--- config.mk ---
export PLATFORM = sky130hd
export DESIGN_NAME = gaic_lane
export DESIGN_NICKNAME = d
export VERILOG_FILES = /design/src/rtl/gaic_pkg.sv /design/src/rtl/gaic_lane.sv
export SDC_FILE = /design/constraint.sdc
export NUM_CORES = 2
export LEC_CHECK = 0
export ABC_CLOCK_PERIOD_IN_PS = 15370
export BUFFER_PORTS_ARGS = -buffer_cell sky130_fd_sc_hd__buf_2
export CAP_MARGIN = 20
export CORE_ASPECT_RATIO = 1.4
export CORE_MARGIN = 2
export CORE_UTILIZATION = 65
export DETAILED_ROUTE_END_ITERATION = 6
export MAX_ROUTING_LAYER = met4
export PLACE_DENSITY = 0.82
export SLEW_MARGIN = 20
export SYNTH_ARGS = -nofsm -noshare
export SYNTH_HDL_FRONTEND = slang
export SYNTH_SLANG_ARGS = --single-unit
--- constraint.sdc ---
create_clock -name i_clk -period 15.37 [get_ports i_clk]
set_input_delay 4.611 -clock i_clk [delete_from_list [all_inputs] [get_ports i_clk]]
set_output_delay 4.611 -clock i_clk [all_outputs]
set_load 0.05 [all_outputs]
--- src/rtl/gaic_pkg.sv ---
package gaic_pkg;

    localparam int RATE_W    = 16;
    localparam int SCALE_W   = 32;
    localparam int ANG_W     = 48;
    localparam int INC_W     = 49;
    localparam int DRF_W     = 56;
    localparam int SUM_W     = 58;
    localparam int OUT_W     = 32;
    localparam int DIV_STEPS = 4;
    localparam int DIV_CNT_W = $clog2(DIV_STEPS + 1);
    localparam int DIV_PH_W  = $clog2(DIV_STEPS);

    localparam logic [SCALE_W-1:0] SCALE_RESET = 32'd1501500;

    localparam logic CMD_TICK    = 1'b0;
    localparam logic CMD_RESTART = 1'b1;

    // Angles are signed Q16.32 degrees.
    localparam logic signed [ANG_W-1:0] DEG180 = 48'sh00B4_0000_0000;
    localparam logic signed [ANG_W-1:0] DEG360 = 48'sh0168_0000_0000;

    localparam logic signed [SUM_W-1:0] ANG_HI = (58'sd1 <<< (ANG_W - 1)) - 58'sd1;
    localparam logic signed [SUM_W-1:0] ANG_LO = -(58'sd1 <<< (ANG_W - 1));
    localparam logic signed [SUM_W-1:0] DRF_HI = (58'sd1 <<< (DRF_W - 1)) - 58'sd1;
    localparam logic signed [SUM_W-1:0] DRF_LO = -(58'sd1 <<< (DRF_W - 1));

    typedef enum logic [1:0] {
        MODE_RESTART,
        MODE_CAL_SUM,
        MODE_CAL_END,
        MODE_RUN
    } t_mode;

    typedef struct packed {
        logic                advance;
        t_mode               mode;
        logic                div_step;
        logic                div_commit;
        logic [DIV_PH_W-1:0] div_phase;
    } t_lane_ctl;

    function automatic logic signed [ANG_W-1:0] sat_ang(input logic signed [SUM_W-1:0] v);
        logic signed [SUM_W-1:0] c;
        c = v;
        if (v > ANG_HI) begin
            c = ANG_HI;
        end else if (v < ANG_LO) begin
            c = ANG_LO;
        end
        return c[ANG_W-1:0];
    endfunction

    function automatic logic signed [DRF_W-1:0] sat_drf(input logic signed [SUM_W-1:0] v);
        logic signed [SUM_W-1:0] c;
        c = v;
        if (v > DRF_HI) begin
            c = DRF_HI;
        end else if (v < DRF_LO) begin
            c = DRF_LO;
        end
        return c[DRF_W-1:0];
    endfunction

endpackage

--- src/rtl/gaic_lane.sv ---
module gaic_lane #(
    parameter int unsigned CAL_SAMPLES = 256,
    parameter bit          HEADING     = 1'b0
) (
    input  logic                                 i_clk,
    input  logic                                 i_rst_n,
    input  logic                                 i_load,
    input  logic signed [gaic_pkg::RATE_W-1:0]   i_rate,
    input  logic        [gaic_pkg::SCALE_W-1:0]  i_scale,
    input  gaic_pkg::t_lane_ctl                  i_ctl,
    output logic signed [gaic_pkg::ANG_W-1:0]    o_next_angle
);
    import gaic_pkg::*;

    // Reciprocal of CAL_SAMPLES, rounded up, scaled so that the top bits of
    // magnitude times reciprocal give the exact truncated quotient.
    localparam int DIV_SH = $clog2(CAL_SAMPLES);
    localparam int RCP_W  = DRF_W + 2;
    localparam int RLO_W  = RCP_W / 2;
    localparam int MLO_W  = DRF_W / 2;
    localparam int PP_W   = MLO_W + RLO_W;
    localparam int PROD_W = DRF_W + RCP_W;
    localparam logic [PROD_W-1:0] RECIP_FULL =
        ((PROD_W'(1) << (DRF_W + DIV_SH)) + PROD_W'(CAL_SAMPLES - 1)) / PROD_W'(CAL_SAMPLES);
    localparam logic [RCP_W-1:0] RECIP = RECIP_FULL[RCP_W-1:0];

    logic signed [INC_W-1:0] w_prod;
    logic signed [INC_W-1:0] r_inc;

    logic signed [ANG_W-1:0] r_angle, n_angle;
    logic signed [ANG_W-1:0] r_ref, n_ref;
    logic signed [DRF_W-1:0] r_drift, n_drift;

    logic signed [ANG_W-1:0] w_a1, w_a2, w_a2w;
    logic signed [DRF_W-1:0] w_sum;
    logic        [DRF_W-1:0] w_mag;

    logic [DRF_W-1:0]  r_mag;
    logic              r_neg;
    logic [PROD_W-1:0] r_acc;
    logic [MLO_W-1:0]  w_mag_part;
    logic [RLO_W-1:0]  w_rcp_part;
    logic [PP_W-1:0]   w_part;
    logic [PROD_W-1:0] w_addend;
    logic [DRF_W-1:0]  w_quot;

    // Heading lane integrates the negated rate.
    assign w_prod = i_rate * $signed({1'b0, i_scale});

    always_ff @(posedge i_clk) begin
        if (i_load) begin
            r_inc <= HEADING ? -w_prod : w_prod;
        end
    end

    assign w_a1  = sat_ang(SUM_W'(r_angle) + SUM_W'(r_inc));
    assign w_sum = sat_drf(SUM_W'(r_drift) + (SUM_W'(w_a1) - SUM_W'(r_ref)));
    assign w_a2  = sat_ang(SUM_W'(w_a1) - SUM_W'(r_drift));

    always_comb begin
        w_a2w = w_a2;
        if (HEADING) begin
            if (w_a2 > DEG180) begin
                w_a2w = w_a2 - DEG360;
            end else if (w_a2 < -DEG180) begin
                w_a2w = w_a2 + DEG360;
            end
        end
    end

    always_comb begin
        n_angle = r_angle;
        n_ref   = r_ref;
        n_drift = r_drift;
        unique case (i_ctl.mode)
            MODE_RESTART: begin
                n_ref   = r_angle;
                n_drift = '0;
            end
            MODE_CAL_SUM: begin
                n_angle = w_a1;
                n_ref   = w_a1;
                n_drift = w_sum;
            end
            MODE_CAL_END: begin
                n_angle = w_a2;
            end
            MODE_RUN: begin
                n_angle = w_a2w;
            end
            default: begin
                n_angle = r_angle;
            end
        endcase
    end

    assign o_next_angle = n_angle;

    always_ff @(posedge i_clk) begin
        if (!i_rst_n) begin
            r_angle <= '0;
            r_ref   <= '0;
            r_drift <= '0;
        end else if (i_ctl.div_commit) begin
            r_drift <= r_neg ? -$signed(w_quot) : $signed(w_quot);
        end else if (i_ctl.advance) begin
            r_angle <= n_angle;
            r_ref   <= n_ref;
            r_drift <= n_drift;
        end
    end

    // The drift sum magnitude is multiplied by the reciprocal one half by half
    // partial product per cycle; the phase picks the halves and their weight.
    assign w_mag      = r_drift[DRF_W-1] ? DRF_W'(-r_drift) : r_drift;
    assign w_mag_part = i_ctl.div_phase[1] ? r_mag[DRF_W-1:MLO_W] : r_mag[MLO_W-1:0];
    assign w_rcp_part = i_ctl.div_phase[0] ? RECIP[RCP_W-1:RLO_W] : RECIP[RLO_W-1:0];
    assign w_part     = PP_W'(w_mag_part) * PP_W'(w_rcp_part);
    assign w_addend   = (PROD_W'(w_part) << (i_ctl.div_phase[1] ? MLO_W : 0))
                        << (i_ctl.div_phase[0] ? RLO_W : 0);
    assign w_quot     = DRF_W'(r_acc >> (DRF_W + DIV_SH));

    always_ff @(posedge i_clk) begin
        if (i_ctl.advance && (i_ctl.mode == MODE_CAL_END)) begin
            r_mag <= w_mag;
            r_neg <= r_drift[DRF_W-1];
            r_acc <= '0;
        end else if (i_ctl.div_step) begin
            r_acc <= r_acc + w_addend;
        end
    end

endmodule

[Word level (Yosys, flattened, before mapping)]
Index checks and enable logic that the tools add are counted.
Word-level totals
  register bits: 372
  input bits: 58
  output and inout port bits: 48
  word-level logic and storage cells: 55
Cells by class
  add/sub/neg operators: 7
  $mul: 2
  magnitude comparators: 6
  eq/ne operators: 3
  shift-type cells: 2
  multiplexer cells: 17
  bitwise gates (word level): 1
  reduce and logical (&&, ||, !) cells: 9
Operators by type and width (number)
  $mux 56: 5
  $mux 48: 4
  $pmux 48 s2: 2
  $add 114x114->114: 1
  $shl 114x5->114: 1
  $shl 56x5->114: 1
  $pmux 56 s2: 1
  $add 56x49->57: 1
  $gt 57x48->1 const B: 1
  $gt 57x56->1 const B: 1
  $lt 57x48->1 const B: 1
  $lt 57x56->1 const B: 1
  $sub 48x56->57: 1
  $mul 28x28->56: 1
  $mux 28: 2
  $neg 50->56: 1
  $neg 56->56: 1
  $mux 55: 1
  $add 48x49->50: 1
  $gt 50x48->1 const B: 1
  $lt 50x48->1 const B: 1
  $mul 16x33->49: 1
  $sub 48x48->49: 1
  $mux 5: 2
  10 further kinds: 13

[Longest topological paths before layout]
  word-level depth: 12
  gate-level depth with buffers: 39

[Least setup slack after synthesis]
Ideal clock, no wire load.
  kind: register to output
  start: register r_inc[3]
  end: output port o_next_angle[16] (netlist bit)
  data arrival time: 8749 ps
  slack: 2010 ps
  stages on the path, launching flop included: 36
  buffers on the path: 5
  cells stage by stage: edfxtp_1 > ha_1 > o21ai_0 > o21ai_1 > a31oi_1 > o21ai_1 > o2111ai_1 > a2111oi_2 > or2_1 > buf_2 > clkinv_1 > a21oi_1 > clkbuf_1 > clkbuf_1 > a21o_1 > ha_1 > clkbuf_1 > inv_1 > o21bai_1 > a21o_1 > o21bai_1 > a21oi_1 > o21ai_0 > a221oi_1 > o21ai_0 > a211o_1 > mux2i_1 > o41a_1 > nand3_1 > nor2_1 > or4b_2 > nor4_4 > or2_2 > buf_6 > inv_1 > o21ai_0
On the way
  word-level cells in the longest chain between the ends: 9
  elaborated cells on any way between the ends: 11
  those cells by class: add/sub (2); order compare (4); mux (5)
Ends and longest elaborated chain
  from (decl): line gaic_lane.sv:28  | logic signed [INC_W-1:0] r_inc;
  from (signal assigned): line gaic_lane.sv:52  | r_inc <= HEADING ? -w_prod : w_prod;
  $add 48x49->50 *: line gaic_lane.sv:56  | assign w_a1 = sat_ang(SUM_W'(r_angle) + SUM_W'(r_inc));
  $lt 50x48->1: line gaic_pkg.sv:48  | end else if (v < ANG_LO) begin
  $mux 48: line gaic_pkg.sv:48
  $mux 48 *: line gaic_pkg.sv:46  | if (v > ANG_HI) begin
  $sub 48x56->57: line gaic_lane.sv:58  | assign w_a2 = sat_ang(SUM_W'(w_a1) - SUM_W'(r_drift));
  $lt 57x48->1: line gaic_pkg.sv:48
  $mux 48: line gaic_pkg.sv:48
  $mux 48: line gaic_pkg.sv:46
  $pmux 48 s2 *: line gaic_lane.sv:75  | unique case (i_ctl.mode)
  to (decl): line gaic_lane.sv:11  | output logic signed [gaic_pkg::ANG_W-1:0] o_next_angle
Mark *: on every way between the ends. The rest lies on a longest branch, timed or not.

[Final worst setup path]
  start: register r_inc[0]
  end: output port o_next_angle[17] (netlist bit)
Same word-level chain as after synthesis.

==> impl_metrics.toml <==
[clocking]
clock_path_buffers = 3
clock_sinks = 345
htreeDepth = 2
cts_tree = "built"
clk_latency_ns = 0.59
cts_hold_buf = 0
cts.reportedPaths.clkPinSlew_ns = 0.06
post-cts-setup-buffers = 0
numCtsBuffers = 38
clockRootBuffer = "clkbuf_16"

[sta]
finalCritPeriodShare_pct = 97.1
rsz0062_at_grt = "false"
tightest_slew_ns = 1.20
period_needed_ns = 14.92
setup-violations-final = 0
hold_viol_final = 0
finalClockSkew_ns = 0.0324
fmaxAchievable_mhz = 67.0
slew_headroom_pct = 20.1
tns_ns = 0
finalMaxSlewViolations = 0

[logic_synthesis]
yosys_register_bits = 345
synth_edf_count = 106
synth_xor_area_share_pct = 6.98
synth_top_family_by_area = "adder cells"
seq_area_frac_synth_pct = 16.6
synth_top_area_share_pct = 18.9
syn_area_per_cell_um2 = 8.22
synthSimpleGateAreaFrac_pct = 16.4
netlist_top_cells_area = "fa_1, ha_1, dfxtp_1"
synth_compound_area_share_pct = 20.7
synth-async-reset-ratio_pct = 0
synthMuxAreaShare_pct = 1.63
synthAdderAreaFrac_pct = 30.0
syn-cell-area_um2 = 47900
syn_inst = 5828
yosysUniqueCellTypes = 98
synth_ff_type = "dfxtp_1"
ys_warn_count = 0
synth_top_cell_by_area = "fa_1"

[placement]
dp_hpwl_um = 119000
port-buffer-count = 105
gp_congestion = 1.05

[hold_path]
hold_path_class = "reg2reg"

[final_layout]
seq_area_um2 = 7970
final_common_cell = "inv_1"
layout.nets = 6733
syn2layout_area_growth_pct = 5.37
multi_input_area_um2 = 36500
drive_gt1_share_pct = 5.03
mostFrequentLayoutCells = "inv_1, nand2_1, a21oi_1, fa_1, ha_1"
nFillCells = 6114

[detailed_routing]
viasPerCell = 6.33
drt_iter0_markers = 3113
wire_per_inst_um = 22.2
detail_route.drc_violations = 0
routed_wl_um = 150000
vias = 42900
postRouteAntennaNets = 0
dr.pass1.iters = 6

[grt]
antenna_found_initial = 3
grt-ovfl-total = 0
grt_pass1_wl_um = 234000
grt_use_total_pct = 40.6
grt_pass1_vias = 43600
grt_max_degree = 85

[worst_setup_path]
worst_setup_path_end_kind = "output port"
cp.arrival_ns = 10.31
cpMostUsedCell = "a21oi_1"
startpoint_type = "register"
reg2reg_slack_ns = 5.11
crit_slowest_cell = "or4b_2"
critPathKind = "reg2out"
required_ns = 10.76
max_stage_delay_ns = 0.69
cp_max_fo = 17

[floorplanning]
ios = 106
die_area_um2 = 75900
die_w_um = 233
start_util_pct = 65.7
core-area_um2 = 72900
die_y_um = 325
std_cell_rows = 117

[status]
status = "finished, final reports clean"

[job]
max_cap_viol_count = 0
[Yosys cell counts (8+ instances only)]
library cell and count:
fa_1 452, a211oi_1 44, nand3_1 67, ha_1 426
o41ai_1 15, nor2b_1 41, a31oi_1 58, or4_1 19
a221o_1 19, and3_1 62, a21boi_0 18, a21oi_1 468
mux2i_1 77, nand4_1 63, a221oi_1 25, a41oi_1 9
or2_2 21, or3_1 47, xor2_1 96, xnor2_1 286
nand2_1 613, buf_1 9, o21ai_0 327, nor2_1 322
nand2b_1 78, clkbuf_1 235, o2111ai_1 11, inv_1 699
o31ai_1 42, and2_1 221, o22ai_1 9, o21bai_1 54
nor3_1 35, a22oi_1 45, a21o_1 252, o21a_1 39
edfxtp_1 106, dfxtp_1 239, o211a_1 8, o211ai_1 25
a211o_1 11, nor4_1 12
[path summary, 6_finish.rpt]
kind                                    endpoint       from  cells past startpoint
worst max register to register       r_angle[22]   r_inc[0]                     38
worst min register to register         r_ref[16]  r_ref[16]                      2
worst max-delay path            o_next_angle[17]   r_inc[0]                     38
worst min-delay path                   r_ref[16]  r_ref[16]                      2
[metrics by stage]
stage,setup slack [ns],hold WS (ns),instances,util [%],area [um2]
2_1_floorplan,2.01,0.426,5856,-,48000
3_3_place_gp,0.840,0.457,6708,67.5,49200
3_5_place_dp,0.746,0.464,6708,67.5,49200
4_1_cts,0.0351,0.474,6778,69.2,50500
5_1_grt,0.0662,0.499,6781,69.3,50500
6_report,0.450,0.474,6782,69.3,50500
[flip-flops by register name, indices dropped and copies added (netlist names)]
name,flops
r_inc,49
r_mag,56
r_ref,48
r_neg,1
r_acc,87
r_angle,48
r_drift,56
[metal layers]
metal  wire, um  GRT usage, %  share of wire, %
met2      73700          68.4                49
met5          0             -                 0
met3      10300          5.33               6.9
met4      11300          25.7               7.5
met1      54900          45.1                37
[critical path: cells and delay by family, from the launching register on]
kind | cells | cell delay (ns)
flops | 1 | 0.40
simple gates | 10 | 2.80
buf+inv | 7 | 1.49
fa+ha+maj | 3 | 0.83
compound gates | 18 | 4.22
[cell families (layout without fill, tap and decap cells)]
kind of cell,count (synthesis),after routing
flops,345,345
fa+ha+maj,880,880
xor+xnor,382,382
simple gates,1635,1635
other cells,2,33
compound gates,1549,1550
buf+inv,957,927
mux,78,78
[repair_timing]
action,4_1_cts,5_1_grt
resized for setup,0,5
endpoints found under the setup margin,0,32
endpoints found under the hold margin,0,0
[area by class of cell]
cell class / instances / area share (%)
sequential: 345 / 15.8
multi-input combinational: 4555 / 72.3
clock inverter: 14 / 0.265
timing repair buffer: 156 / 1.84
inverter: 701 / 5.22
antenna: 3 / 0.0149
tap: 952 / 2.36
clock buffer: 56 / 2.24
Power is not shown: default switching activity piles up to over one toggle a cycle in this logic, so the estimate is an artifact.
