## src/rtl/gaic_pkg.sv

```systemverilog
package gaic_pkg;

    localparam int RATE_W    = 16;
    localparam int SCALE_W   = 32;
    localparam int ANG_W     = 48;
    localparam int INC_W     = 49;
    localparam int DRF_W     = 56;
    localparam int SUM_W     = 58;
    localparam int OUT_W     = 32;
    localparam int DIV_STEPS = 4;
    localparam int DIV_CNT_W = $clog2(DIV_STEPS + 1);
    localparam int DIV_PH_W  = $clog2(DIV_STEPS);

    localparam logic [SCALE_W-1:0] SCALE_RESET = 32'd1501500;

    localparam logic CMD_TICK    = 1'b0;
    localparam logic CMD_RESTART = 1'b1;

    // Angles are signed Q16.32 degrees.
    localparam logic signed [ANG_W-1:0] DEG180 = 48'sh00B4_0000_0000;
    localparam logic signed [ANG_W-1:0] DEG360 = 48'sh0168_0000_0000;

    localparam logic signed [SUM_W-1:0] ANG_HI = (58'sd1 <<< (ANG_W - 1)) - 58'sd1;
    localparam logic signed [SUM_W-1:0] ANG_LO = -(58'sd1 <<< (ANG_W - 1));
    localparam logic signed [SUM_W-1:0] DRF_HI = (58'sd1 <<< (DRF_W - 1)) - 58'sd1;
    localparam logic signed [SUM_W-1:0] DRF_LO = -(58'sd1 <<< (DRF_W - 1));

    typedef enum logic [1:0] {
        MODE_RESTART,
        MODE_CAL_SUM,
        MODE_CAL_END,
        MODE_RUN
    } t_mode;

    typedef struct packed {
        logic                advance;
        t_mode               mode;
        logic                div_step;
        logic                div_commit;
        logic [DIV_PH_W-1:0] div_phase;
    } t_lane_ctl;

    function automatic logic signed [ANG_W-1:0] sat_ang(input logic signed [SUM_W-1:0] v);
        logic signed [SUM_W-1:0] c;
        c = v;
        if (v > ANG_HI) begin
            c = ANG_HI;
        end else if (v < ANG_LO) begin
            c = ANG_LO;
        end
        return c[ANG_W-1:0];
    endfunction

    function automatic logic signed [DRF_W-1:0] sat_drf(input logic signed [SUM_W-1:0] v);
        logic signed [SUM_W-1:0] c;
        c = v;
        if (v > DRF_HI) begin
            c = DRF_HI;
        end else if (v < DRF_LO) begin
            c = DRF_LO;
        end
        return c[DRF_W-1:0];
    endfunction

endpackage

```

## src/rtl/gaic_merge.sv

```systemverilog
module gaic_merge (
    input  logic                               i_clk,
    input  logic                               i_rst_n,
    input  logic                               i_load,
    input  logic signed [gaic_pkg::ANG_W-1:0]  i_angle_x,
    input  logic signed [gaic_pkg::ANG_W-1:0]  i_angle_y,
    input  logic signed [gaic_pkg::ANG_W-1:0]  i_angle_z,
    input  logic                               i_cal,
    output logic                               o_free,
    output logic                               o_m_tvalid,
    input  logic                               i_m_tready,
    output logic [3*gaic_pkg::OUT_W-1:0]       o_m_tdata,
    output logic                               o_m_tuser
);
    import gaic_pkg::*;

    logic                   r_valid;
    logic [3*OUT_W-1:0]     r_data;
    logic                   r_cal;

    assign o_free = !r_valid || i_m_tready;

    always_ff @(posedge i_clk) begin
        if (!i_rst_n) begin
            r_valid <= 1'b0;
        end else if (o_free) begin
            r_valid <= i_load;
        end
    end

    // Q16.32 to Q16.16 by flooring: drop the low 16 fraction bits.
    always_ff @(posedge i_clk) begin
        if (o_free && i_load) begin
            r_data <= {i_angle_z[ANG_W-1:16], i_angle_y[ANG_W-1:16], i_angle_x[ANG_W-1:16]};
            r_cal  <= i_cal;
        end
    end

    assign o_m_tvalid = r_valid;
    assign o_m_tdata  = r_data;
    assign o_m_tuser  = r_cal;

endmodule
```

## config.mk

```make
export PLATFORM = sky130hd
export DESIGN_NAME = gaic_merge
export DESIGN_NICKNAME = d
export VERILOG_FILES = /design/src/rtl/gaic_pkg.sv /design/src/rtl/gaic_merge.sv
export SDC_FILE = /design/constraint.sdc
export NUM_CORES = 1
export LEC_CHECK = 0
export ABC_AREA = 1
export BUFFER_PORTS_ARGS = -buffer_cell sky130_fd_sc_hd__buf_4
export CORE_MARGIN = 4
export CORE_UTILIZATION = 35
export CTS_BUF_LIST = sky130_fd_sc_hd__clkbuf_8
export DETAILED_ROUTE_END_ITERATION = 12
export GPL_TIMING_DRIVEN = 1
export PLACE_DENSITY_LB_ADDON = 0.08
export SETUP_SLACK_MARGIN = 0.05
export SLEW_MARGIN = 20
export SYNTH_ARGS = -nofsm -noshare
export SYNTH_HDL_FRONTEND = slang
export SYNTH_SLANG_ARGS = --single-unit
export TNS_END_PERCENT = 10
```

## constraint.sdc

```tcl
create_clock -name i_clk -period 6.15 [get_ports i_clk]
set_input_delay 0.9225 -clock i_clk [delete_from_list [all_inputs] [get_ports i_clk]]
set_output_delay 0.9225 -clock i_clk [all_outputs]
set_load 0.01 [all_outputs]
```

=== After elaboration in Yosys (flattened, before gate mapping) ===
Index checks and enable logic that the tools add are counted.

* Flip-flop bits (word level): 98
* Input port bits: 149
* Output and inout bits: 99
* Logic and storage cells: 6

* Reduce and logical (&&, ||, !) cells: 3

{| class="wikitable"
|+ Operator list
! operator !! number
|-
| logical AND 1 bit || 1
|-
| zero test 1 bit || 1
|-
| logical OR 1 bit || 1
|}

=== Longest topological paths before layout ===
Gate-level depths: netlist of the first run.

* Depth after elaboration: 3
* Gate-level depth with buffers: 3
* Depth with buffers taken out: 3

=== Worst setup path after synthesis of the first run ===
No wires, ideal clock.

* Kind: input to register
* Start: in i_load
* End: reg r_data[0] (netlist: o_m_tdata[0]), enable pin
* Library setup time: 584 ps
* Arrival: 5664 ps
* Required time: 5566 ps
* Slack: -98 ps
* Stages on the path: 2
* Path buffers: 0
* Cell sequence: inv_1 a21oi_1

* Word-level cells in the longest chain between the ends: 1

{| class="wikitable"
|+ RTL lines
! item !! RTL line !! source
|-
| start: declaration || gaic_merge.sv:4 || <nowiki>input logic i_load,</nowiki>
|-
| logical AND 1 bit || gaic_merge.sv:33 || <nowiki>if (o_free && i_load) begin</nowiki>
|-
| end signal: assignment || gaic_merge.sv:34 || <nowiki>r_data <= {i_angle_z[ANG_W-1:16], i_angle_y[ANG_W-1:16], i_angle_x[ANG_W-1:16]};</nowiki>
|-
| end: declaration || gaic_merge.sv:18 || <nowiki>logic [3*OUT_W-1:0] r_data;</nowiki>
|}

No other way between the ends.
A chain may end at the register's enable or synchronous reset.

=== Final worst setup path of the first run ===
* Start: in i_m_tready
* End: out o_free

* Word-level cells in the longest chain between the ends: 1

{| class="wikitable"
|+ RTL lines
! item !! RTL line !! source
|-
| start: declaration || gaic_merge.sv:11 || <nowiki>input logic i_m_tready,</nowiki>
|-
| logical OR 1 bit || gaic_merge.sv:21 || <nowiki>assign o_free = !r_valid || i_m_tready;</nowiki>
|-
| end: declaration || gaic_merge.sv:9 || <nowiki>output logic o_free,</nowiki>
|}

No other way between the ends.

==> impl_results.md, run 1 <==
* Run status: complete, no violations
* CTS tree: done
* Post-detail-place hpwl at ~5200 um
* Share of layout cells above drive strength 1 at 68.5%
* Final setup margin at between 3000 and 4000 ps
* Largest net degree at the start of global routing at 50
* Min Tclk post-route at between 2000 and 2500 ps
* Post-CTS resize count at 0
* Cts hold-fix bufs at 0
* Slew Limit Fails at 0
* Synth warn at 0
* 1st-iter DRT viols at 44
* Final setup fails at 0
* CTS Buf Count at 9
* Initial core utilization at a little over a third
* Max cap viols at 0
* Flops & latches, synth at approximately 100
* Pwr dens at between 200 and 300 nW/um^2
* CORE AREA at 8220 um^2
* Number of diodes at 0
* Die X at between 100 and 150 um
* Max VDD drop at 0.142 mV
* Tot GR Track Use at about an eighth
* Tcrit/Tclk final at around 36%
* Port bufs at approximately 200
* Row cnt at 33
* Met3 global-route usage at between 6 and 7%
* Leakage at 2.03 nW
* Clk slew on worst S/H paths at roughly 90 ps
* CP Class: in2out
* Number of buffers added for setup after CTS at 0
* Max transition margin at 59.5%
* Post-synth cell types at 7
* CP required at around 5200 ps
* Top Usage Layer GRT: met2
* Routed len/inst at between 15 and 20 um
* Residual DRC at 0
* Yosys top cell by area: edfxtp_1
* # H-tree levels at 3
* Vias in the first global route at ~1,800
* Synth Cell Area at just under 3000 um^2
* CP startpoint kind: input port
* DR pass1 iterations at 4
* Hold crit path type: reg2reg
* Initial antenna violation count at 0
* Met1 GRT Util at a little over an eighth
* Cells after synthesis at around 100
* Top Ports at around 250
* CTS root buf: clkbuf_8
* First-pass GRT wire length at between 9000 and 10,000 um
* Post-synth top area share at 98.3%
* Worst-path maximum fanout at 2
* Leading post-synthesis cells by cell area: edfxtp_1 (98%), dfxtp_1 (0.68%), a21oi_2 (0.30%)
* Via density at 4.15
* Total Neg Setup Slack at 0 ps
* Syn nets at between 200 and 300
* Die Footprint at about 10,000 um^2
* Clk Latency, worst-skew pair at roughly 350 ps
* Highest clock rate at approximately 450 MHz
* Die extent in y at roughly 100 um
* RSZ-0062 raised after global routing: false
* DRT antenna net count at 0
* Final Hold Vio Count at 0
* Synthesis-to-layout area growth at 62.2%
* Clock Tree Buf Depth at 2
* Final net count at between 400 and 500
* Via count at 1,769
* Avg Inst Size Synth at about 29 um^2
* GPL Wtd Cong at roughly 0.69
* Worst Setup End Kind: primary output
* Grt total ovfl at 0
* Worst-Margin Slew at 608 ps
* CTS sink cnt at 98
* Critical Path AT at approximately 1300 ps
* Setup WS pre-CTS at ~4000 ps
* Wirelength, routed at around 6800 um
* Register area share after synthesis at 98.9%
* Final Skew at about 4.8 ps
* Met2 Track Usage GR at a little over a fifth
==> layout by cell type (no fill, tap or decap) <==
| master | netlist | layout |
|---|---|---|
| inv_1 | 2 | 2 |
| clkbuf_8 | 0 | 9 |
| a21oi_4 | 0 | 1 |
| dfxtp_1 | 1 | 1 |
| clkinv_2 | 0 | 2 |
| inv_2 | 1 | 1 |
| clkinvlp_4 | 0 | 1 |
| buf_4 | 0 | 201 |
| nand2_2 | 1 | 1 |
| a21oi_2 | 1 | 1 |
| clkinv_1 | 0 | 1 |
| inv_6 | 0 | 1 |
| edfxtp_1 | 97 | 97 |
| bufinv_16 | 0 | 1 |
| clkinv_4 | 0 | 1 |
==> layer usage <==
layer / vias to the layer above / wire length, um
li1: 837 / -
met1: 796 / 2260
met2: 121 / 3440
met3: 15 / 928
met4: 0 / 195
met5: - / 0
==> Yosys cell counts <==
| library cell | instances |
|---|---|
| edfxtp_1 | 97 |
| inv_1 | 2 |
| a21oi_1 | 1 |
| a21oi_2 | 1 |
| dfxtp_1 | 1 |
| inv_2 | 1 |
| nand2_2 | 1 |
==> logic make-up after synthesis <==
| logic type | Yosys count | share of synthesized area, % |
|---|---|---|
| buffers and inverters | 3 | 0.380 |
| DFF | 98 | 98.9 |
| AOI/OAI and AO/OA | 2 | 0.464 |
| and+or+nand+nor | 1 | 0.211 |
==> stage by stage <==
stage          utilization (%)  hold slack, ps  std cells  total power [mW]  cell area [um^2]
6_report                  58.5             548        426              1.34              4810
5_1_grt                   58.5             570        426              1.40              4810
4_1_cts                   58.5             551        426              1.36              4810
3_5_place_dp              56.2             535        410             0.953              4620
3_3_place_gp              56.2             517        410             0.949              4620
2_1_floorplan                -             558        104             0.843              2970
==> worst max-delay path: stages <==
cell and delay [ps]:
buf_4 110, inv_2 70, nand2_2 60, buf_4 150
==> power breakdown <==
group          internal (mW)  switching, mW
sequential             0.780         0.0104
combinational         0.0840         0.0593
clock                  0.187          0.215
total                   1.05          0.284
==> flip-flops by register name, summed over array words and instances, names as in the netlist <==
| signal | count |
|---|---|
| o_m_tdata | 96 |
| o_m_tuser | 1 |
| o_m_tvalid | 1 |
==> path summary, 6_finish.rpt <==
kind,slack [ps],cells past startpoint,start,to
hold reg to reg,550,2,o_m_tvalid,o_m_tvalid
hold / removal,550,2,o_m_tvalid,o_m_tvalid
setup / recovery,3910,4,i_m_tready,o_free
setup reg to reg,4720,2,o_m_tvalid,o_m_tdata[29]
==> final cells by class <==
cell class / instances / area [um^2]
clock inverter: 7 / 68.8
multi-input combinational: 3 / 31.3
timing repair buffer: 201 / 1510
clock buffer: 9 / 124
inverter: 3 / 11.3
fill: 650 / 3410
sequential: 98 / 2930
tap: 105 / 131
Note: power is estimated with default switching activity, not from simulation.
==> inputs of run 2 (changes only) <==
--- a/config.mk
+++ b/config.mk
@@ -7,10 +7,10 @@
 export LEC_CHECK = 0
 export ABC_AREA = 1
 export BUFFER_PORTS_ARGS = -buffer_cell sky130_fd_sc_hd__buf_4
-export CORE_MARGIN = 4
-export CORE_UTILIZATION = 35
+export CORE_AREA = 4 4 95 97
 export CTS_BUF_LIST = sky130_fd_sc_hd__clkbuf_8
 export DETAILED_ROUTE_END_ITERATION = 12
+export DIE_AREA = 0 0 99 101
 export GPL_TIMING_DRIVEN = 1
 export PLACE_DENSITY_LB_ADDON = 0.08
 export SETUP_SLACK_MARGIN = 0.05
==> constraint.sdc (replaced) <==
create_clock -name i_clk -period 2.06 [get_ports i_clk]
set_input_delay 0.309 -clock i_clk [delete_from_list [all_inputs] [get_ports i_clk]]
set_output_delay 0.309 -clock i_clk [all_outputs]
set_load 0.01 [all_outputs]
==> impl_results.md, run 2 (synthesis gave the netlist of run 1 again) <==
* Commonest non-fill, non-tap cells in the layout: buf_4 (200), edfxtp_1 (97), clkbuf_8 (9)
* DR pass1 iterations at 4 (unchanged)
* CORE AREA at 8130 um^2 (-1.0%)
* Largest net degree at the start of global routing at 52 (+4.0%)
* Run status: complete, no violations
* Max cap viols at 0 (unchanged)
* Placed Instances at 410 (unchanged)
* Final setup margin at 664 ps (-3250 ps)
* First-pass GRT wire length at 9800 um (+3.0%)
* Finished layout cell area at 4800 um^2 (-0.21%)
* Die extent in y at 101 um (+0.97%)
* Clock Tree Buf Depth at 2 (unchanged)
* WHS Endpoint: o_m_tdata[52]
* Grt total ovfl at 0 (unchanged)
* Max transition margin at 62.8% (+3.3 points)
* Clk slew on worst S/H paths at 90 ps (about the same)
* Worst-path maximum fanout at 46 (+44)
* Tcrit/Tclk final at between 60% and 70%
* Synthesis-to-layout area growth at 61.9%
* Hold crit path type: in2reg
* Highest clock rate at a little over 700 MHz
* Max VDD drop at 0.480 mV (+240%)
* Number of diodes at 0 (unchanged)
* Via density at 4.13 (-0.62%)
* HP Start: i_angle_y[36]
* Cts hold-fix bufs at 0 (unchanged)
* Top Ports at 248 (unchanged)
* Share of layout cells above drive strength 1 at 68.5% (unchanged)
* Post-CTS resize count at 0 (unchanged)
* Total Neg Setup Slack at 0 ps (unchanged)
* Port bufs at 199 (unchanged)
* CP Class: reg2reg
* Routed len/inst at 15.9 um (-0.54%)
* Vias in the first global route at 1,869 (+4.8%)
* Final Hold Vio Count at 0 (unchanged)
* Worst-Margin Slew at 558 ps (-49.7 ps)
* CTS tree: done
* CTS root buf: clkbuf_8
* Reg2reg start: o_m_tvalid
* Wirelength, routed at 6790 um (-0.54%)
* Final Skew at 10.8 ps (+6.06 ps)
* Hold slack at 125 ps (-423 ps)
* 1st-iter DRT viols at 47 (+6.8%)
* Worst Setup End Kind: flop
* RSZ-0062 raised after global routing: false
* Min Tclk post-route at around 1400 ps
* Hold depth at 1 (-1)
* Final setup fails at 0 (unchanged)
* Number of buffers added for setup after CTS at 0 (unchanged)
* Tot Pwr at 3.86 mW (+190%)
* Leakage at 2.02 nW (-0.58%)
* Final net count at 465 (unchanged)
* Placed cell areas at 4630 um^2 (+0.30%)
* Layout Cells excl Fill at 426 (unchanged)
* CP required at 2050 ps (-3180 ps)
* GPL Wtd Cong at 0.698 (+0.85%)
* CTS Buf Count at 9 (unchanged)
* Residual DRC at 0 (unchanged)
* Max reg flops at 96 (unchanged)
* Die Footprint at 10000 um^2 (about the same)
* CP startpoint kind: flop
* Tot GR Track Use at 13.4% (+0.31 points)
* DRT antenna net count at 0 (unchanged)
* Layout Utilization at 59.0% (+0.47 points)
* Reg-to-reg critical path endpoint: o_m_tdata[61]
* Setup WS pre-CTS at 520 ps (-3400 ps)
* # H-tree levels at 3 (unchanged)
* Commonest non-fill, non-tap cell in the layout: buf_4
* Slew Limit Fails at 0 (unchanged)
* Via count at 1,758 (-0.62%)
* Pwr dens at 805 nW/um^2 (+190%)
* # fillers at 659 (+1.4%)
* Critical Path AT at 1380 ps (+70 ps)
* Clk Latency, worst-skew pair at 350 ps (about the same)
* Reg-to-reg slack, setup at 660 ps (-4060 ps)
* R2r worst-path depth at 2 (unchanged)
* Die X at 99 um (-1.0%)
* CTS sink cnt at 98 (unchanged)
* Initial antenna violation count at 0 (unchanged)
* Initial core utilization at 36.4% (+0.37 points)
* Row cnt at 33 (unchanged)
run 2: cell count changes in the layout (fill, tap and decap cells not counted):
cell / delta
buf_12: +1
buf_4: -1
bufinv_16: -1
clkinv_1: +1
clkinv_2: -1
clkinvlp_4: +1
dfxtp_1: -1
dfxtp_2: +1
run 2: critical path: stages, from the launching register on:
cell	delay (ps)
dfxtp_2	360
a21oi_4	170
buf_4	500
run 2: metal layers:
metal  global-route usage [%]  wire length [um]  vias to the layer above
met1                     14.6              2300                      801
li1                         -                 -                      838
met2                     22.8              3650                      107
met3                     5.61               737                       12
met5                        0                 0                        -
met4                     5.99               107                        0
run 2: worst max-delay path by stage:
stage | depth (start not counted) | endpoint | startpoint
2_1_floorplan | 1 | o_m_tdata[0] | o_m_tvalid
4_1_cts | 2 | o_m_tdata[44] | o_m_tvalid
3_3_place_gp | 4 | o_m_tdata[74] | i_m_tready
6_report | 2 | o_m_tdata[61] | o_m_tvalid
3_5_place_dp | 4 | o_m_tdata[17] | i_m_tready
5_1_grt | 2 | o_m_tdata[36] | o_m_tvalid
run 2: area by class of cell:
class | instances | area, um^2 | area share [%]
Clock buffer | 9 | 124 | 2.58
Clock inverter | 7 | 45.0 | 0.939
Inverter | 3 | 11.3 | 0.235
Multi-Input combinational cell | 3 | 31.3 | 0.652
Sequential cell | 98 | 2930 | 61.1
Tap cell | 105 | 131 | 2.74
Timing Repair Buffer | 201 | 1520 | 31.7
run 2: power breakdown:
| part | switching [mW] | internal (mW) | leakage, nW |
|---|---|---|---|
| clock | 0.634 | 0.435 | 0.0807 |
| combinational | 0.178 | 0.255 | 0.992 |
| sequential | 0.0297 | 2.33 | 0.947 |
| total | 0.842 | 3.02 | 2.02 |
==> inputs of run 3 (changes only) <==
--- a/config.mk
+++ b/config.mk
@@ -5,12 +5,12 @@
 export SDC_FILE = /design/constraint.sdc
 export NUM_CORES = 1
 export LEC_CHECK = 0
-export ABC_AREA = 1
+export ABC_AREA = 0
 export BUFFER_PORTS_ARGS = -buffer_cell sky130_fd_sc_hd__buf_4
-export CORE_AREA = 4 4 95 97
+export CORE_MARGIN = 4
+export CORE_UTILIZATION = 36
 export CTS_BUF_LIST = sky130_fd_sc_hd__clkbuf_8
 export DETAILED_ROUTE_END_ITERATION = 12
-export DIE_AREA = 0 0 99 101
 export GPL_TIMING_DRIVEN = 1
 export PLACE_DENSITY_LB_ADDON = 0.08
 export SETUP_SLACK_MARGIN = 0.05
==> constraint.sdc (replaced) <==
create_clock -name i_clk -period 1.2 [get_ports i_clk]
set_input_delay 0.18 -clock i_clk [delete_from_list [all_inputs] [get_ports i_clk]]
set_output_delay 0.18 -clock i_clk [all_outputs]
set_load 0.01 [all_outputs]
==> impl_results.md, run 3 <==
* CP Class: reg2reg
* Yosys top cell by area: edfxtp_1
* Routed len/inst at 15.3 um (-4.1%)
* Hold slack at 56.8 ps (-68.5 ps)
* Worst-path maximum fanout at 35 (-24%)
* Register area at 2930 um^2 (unchanged)
* Total Neg Setup Slack at 0 ps (unchanged)
* Die Footprint at 9770 um^2 (-2.3%)
* Commonest non-fill, non-tap cell in the layout: buf_4
* Final setup fails at 0 (unchanged)
* Highest clock rate at 883 MHz (+23%)
* Number of diodes at 0 (unchanged)
* Initial core utilization at 37.7% (+1.2 points)
* Clock Tree Buf Depth at 2 (unchanged)
* Post-CTS resize count at 0 (unchanged)
* # H-tree levels at 3 (unchanged)
* Initial antenna violation count at 0 (unchanged)
* GPL Wtd Cong at 0.740 (+5.9%)
* Port bufs at 199 (unchanged)
* Via density at 4.15 (+0.62%)
* Max incr delay on CP at 340 ps (-160 ps)
* Synth warn at 0 (unchanged)
* Die extent in y at 98.8 um (-2.1%)
* Final net count at 561 (+21%)
* CP startpoint kind: flop
* Leading post-synthesis cells by cell area: edfxtp_1 (98%), dfxtp_1 (0.67%), nand2b_4 (0.46%)
* # fillers at 483 (-27%)
* DR pass1 iterations at 4 (unchanged)
* Final Hold Vio Count at 0 (unchanged)
* Largest net degree at the start of global routing at 36 (-31%)
* CTS tree: done
* Critical path's slowest cell: dfxtp_2
* Row cnt at 32 (-3.0%)
* Avg Inst Size Synth at 29.1 um^2 (+2.2%)
* Final Skew at 6.13 ps (-4.71 ps)
* Max VDD drop at 0.783 mV (+63%)
* Worst Setup End Kind: flop
* Slew Limit Fails at 0 (unchanged)
* Clk Latency, worst-skew pair at 350 ps (about the same)
* CTS sink cnt at 98 (unchanged)
* Synthesis-to-layout area growth at 95.0%
* Syn nets at 251 (-0.79%)
* Tot GR Track Use at 16.5% (+3.2 points)
* Clk slew on worst S/H paths at 90 ps (about the same)
* Top Ports at 248 (unchanged)
* Post-synth cell types at 6 (-1)
* First-pass GRT wire length at 12,100 um (+23%)
* Top-count cell post-synth: edfxtp_1
* Synth Cell Area at 2970 um^2 (+0.21%)
* Commonest non-fill, non-tap cells in the layout: buf_4 (199), dlygate4sd3_1 (97), edfxtp_1 (97), clkbuf_8 (9)
* Flops & latches, synth at 98 (unchanged)
* Max reg flops at 96 (unchanged)
* CP required at 1250 ps (-800 ps)
* Tcrit/Tclk final at 94.4% (+27 points)
* Via count at 2,155 (+23%)
* Vias in the first global route at 2,342 (+25%)
* Share of layout cells above drive strength 1 at 53.0% (-16 points)
* Residual DRC at 0 (unchanged)
* Pwr dens at 1190 nW/um^2 (+48%)
* Max cap viols at 0 (unchanged)
* Critical Path AT at 1180 ps (-200 ps)
* Grt total ovfl at 0 (unchanged)
* Multi-input logic area at 33.8 um^2 (+8.0%)
* RSZ-0062 raised after global routing: true
* Die X at 98.8 um (-0.17%)
* Min Tclk post-route at 1130 ps (-263 ps)
* Number of buffers added for setup after CTS at 0 (unchanged)
* Count of flip-flops with a built-in enable after synthesis at 97 (unchanged)
* Wirelength, routed at 7930 um (+17%)
* Max transition margin at 87.7% (+25 points)
* Register area share after synthesis at 98.7% (-0.21 points)
* Cells after synthesis at 102 (-1.9%)
* Hold crit path type: in2reg
* CORE AREA at 7890 um^2 (-3.0%)
* Leakage at 2.44 nW (+21%)
* Most common flop cell mapped by yosys: edfxtp_1
* Post-synth top area share at 98.1% (-0.21 points)
* CTS root buf: clkbuf_8
* 1st-iter DRT viols at 51 (+8.5%)
* Run status: complete, no violations
* Crit-path cells: nand2b_4 -> and2_4 -> buf_12
* Async SR Flop Fraction at 0% (unchanged)
* CTS Buf Count at 9 (unchanged)
* Worst-Margin Slew at 184 ps (-374 ps)
* DRT antenna net count at 0 (unchanged)
run 3: metrics by stage:
stage,setup WS [ps],power [mW],utilization (%),cells,area [um^2]
finish,67.0,6.92,73.4,519,5790
global route,23.9,7.23,73.4,519,5790
CTS,58.5,6.98,73.4,519,5790
detailed placement,75.3,4.90,59.0,406,4650
global placement,73.7,4.89,59.0,406,4650
floorplan,-377,4.31,-,102,2970
run 3: critical path, delay by kind of cell, from the launching register on:
| family | cells | cell delay, ps |
|---|---|---|
| AND/OR/NAND/NOR | 2 | 260 |
| buffers and inverters | 1 | 210 |
| flip-flops | 1 | 340 |
run 3: cell families (layout without fill, tap and decap cells):
group | Yosys count | count (layout) | share of synthesized area (%)
DFF | 98 | 98 | 98.7
buffers and inverters | 1 | 316 | 0.126
AOI/OAI and AO/OA | 1 | 1 | 0.379
and+or+nand+nor | 2 | 2 | 0.758
run 3: per-layer routing:
layer	wire (um)	vias up	GRT usage, %
met1	2670	990	17.2
met3	786	15	5.80
met2	4280	121	29.5
met4	202	0	7.98
li1	-	1029	-
met5	0	-	0
run 3: what timing repair did:
action                                  4_1_cts  5_1_grt
hold endpoints to repair                     97        0
hold buffers                                 97        0
endpoints found under the setup margin        0       70
run 3: final timing paths:
path | slack, ps | depth (start not counted) | endpoint | start
hold / removal | 60 | 2 | o_m_tvalid | i_rst_n
hold reg to reg | 490 | 2 | o_m_tvalid | o_m_tvalid
setup reg to reg | 70 | 3 | o_m_tdata[71] | o_m_tvalid
setup / recovery | 70 | 3 | o_m_tdata[71] | o_m_tvalid
run 3: report_power, final:
group | switching [mW] | internal (mW)
Combinational | 0.371 | 0.660
Clock | 1.09 | 0.745
Sequential | 0.0541 | 4.00
run 3: layout make-up:
class,count,share of cell area [%]
clock inverter,7,0.778
sequential,98,50.6
timing repair buffer,299,43.6
multi-input combinational,3,0.583
tap,102,2.20
inverter,1,0.0648
clock buffer,9,2.14
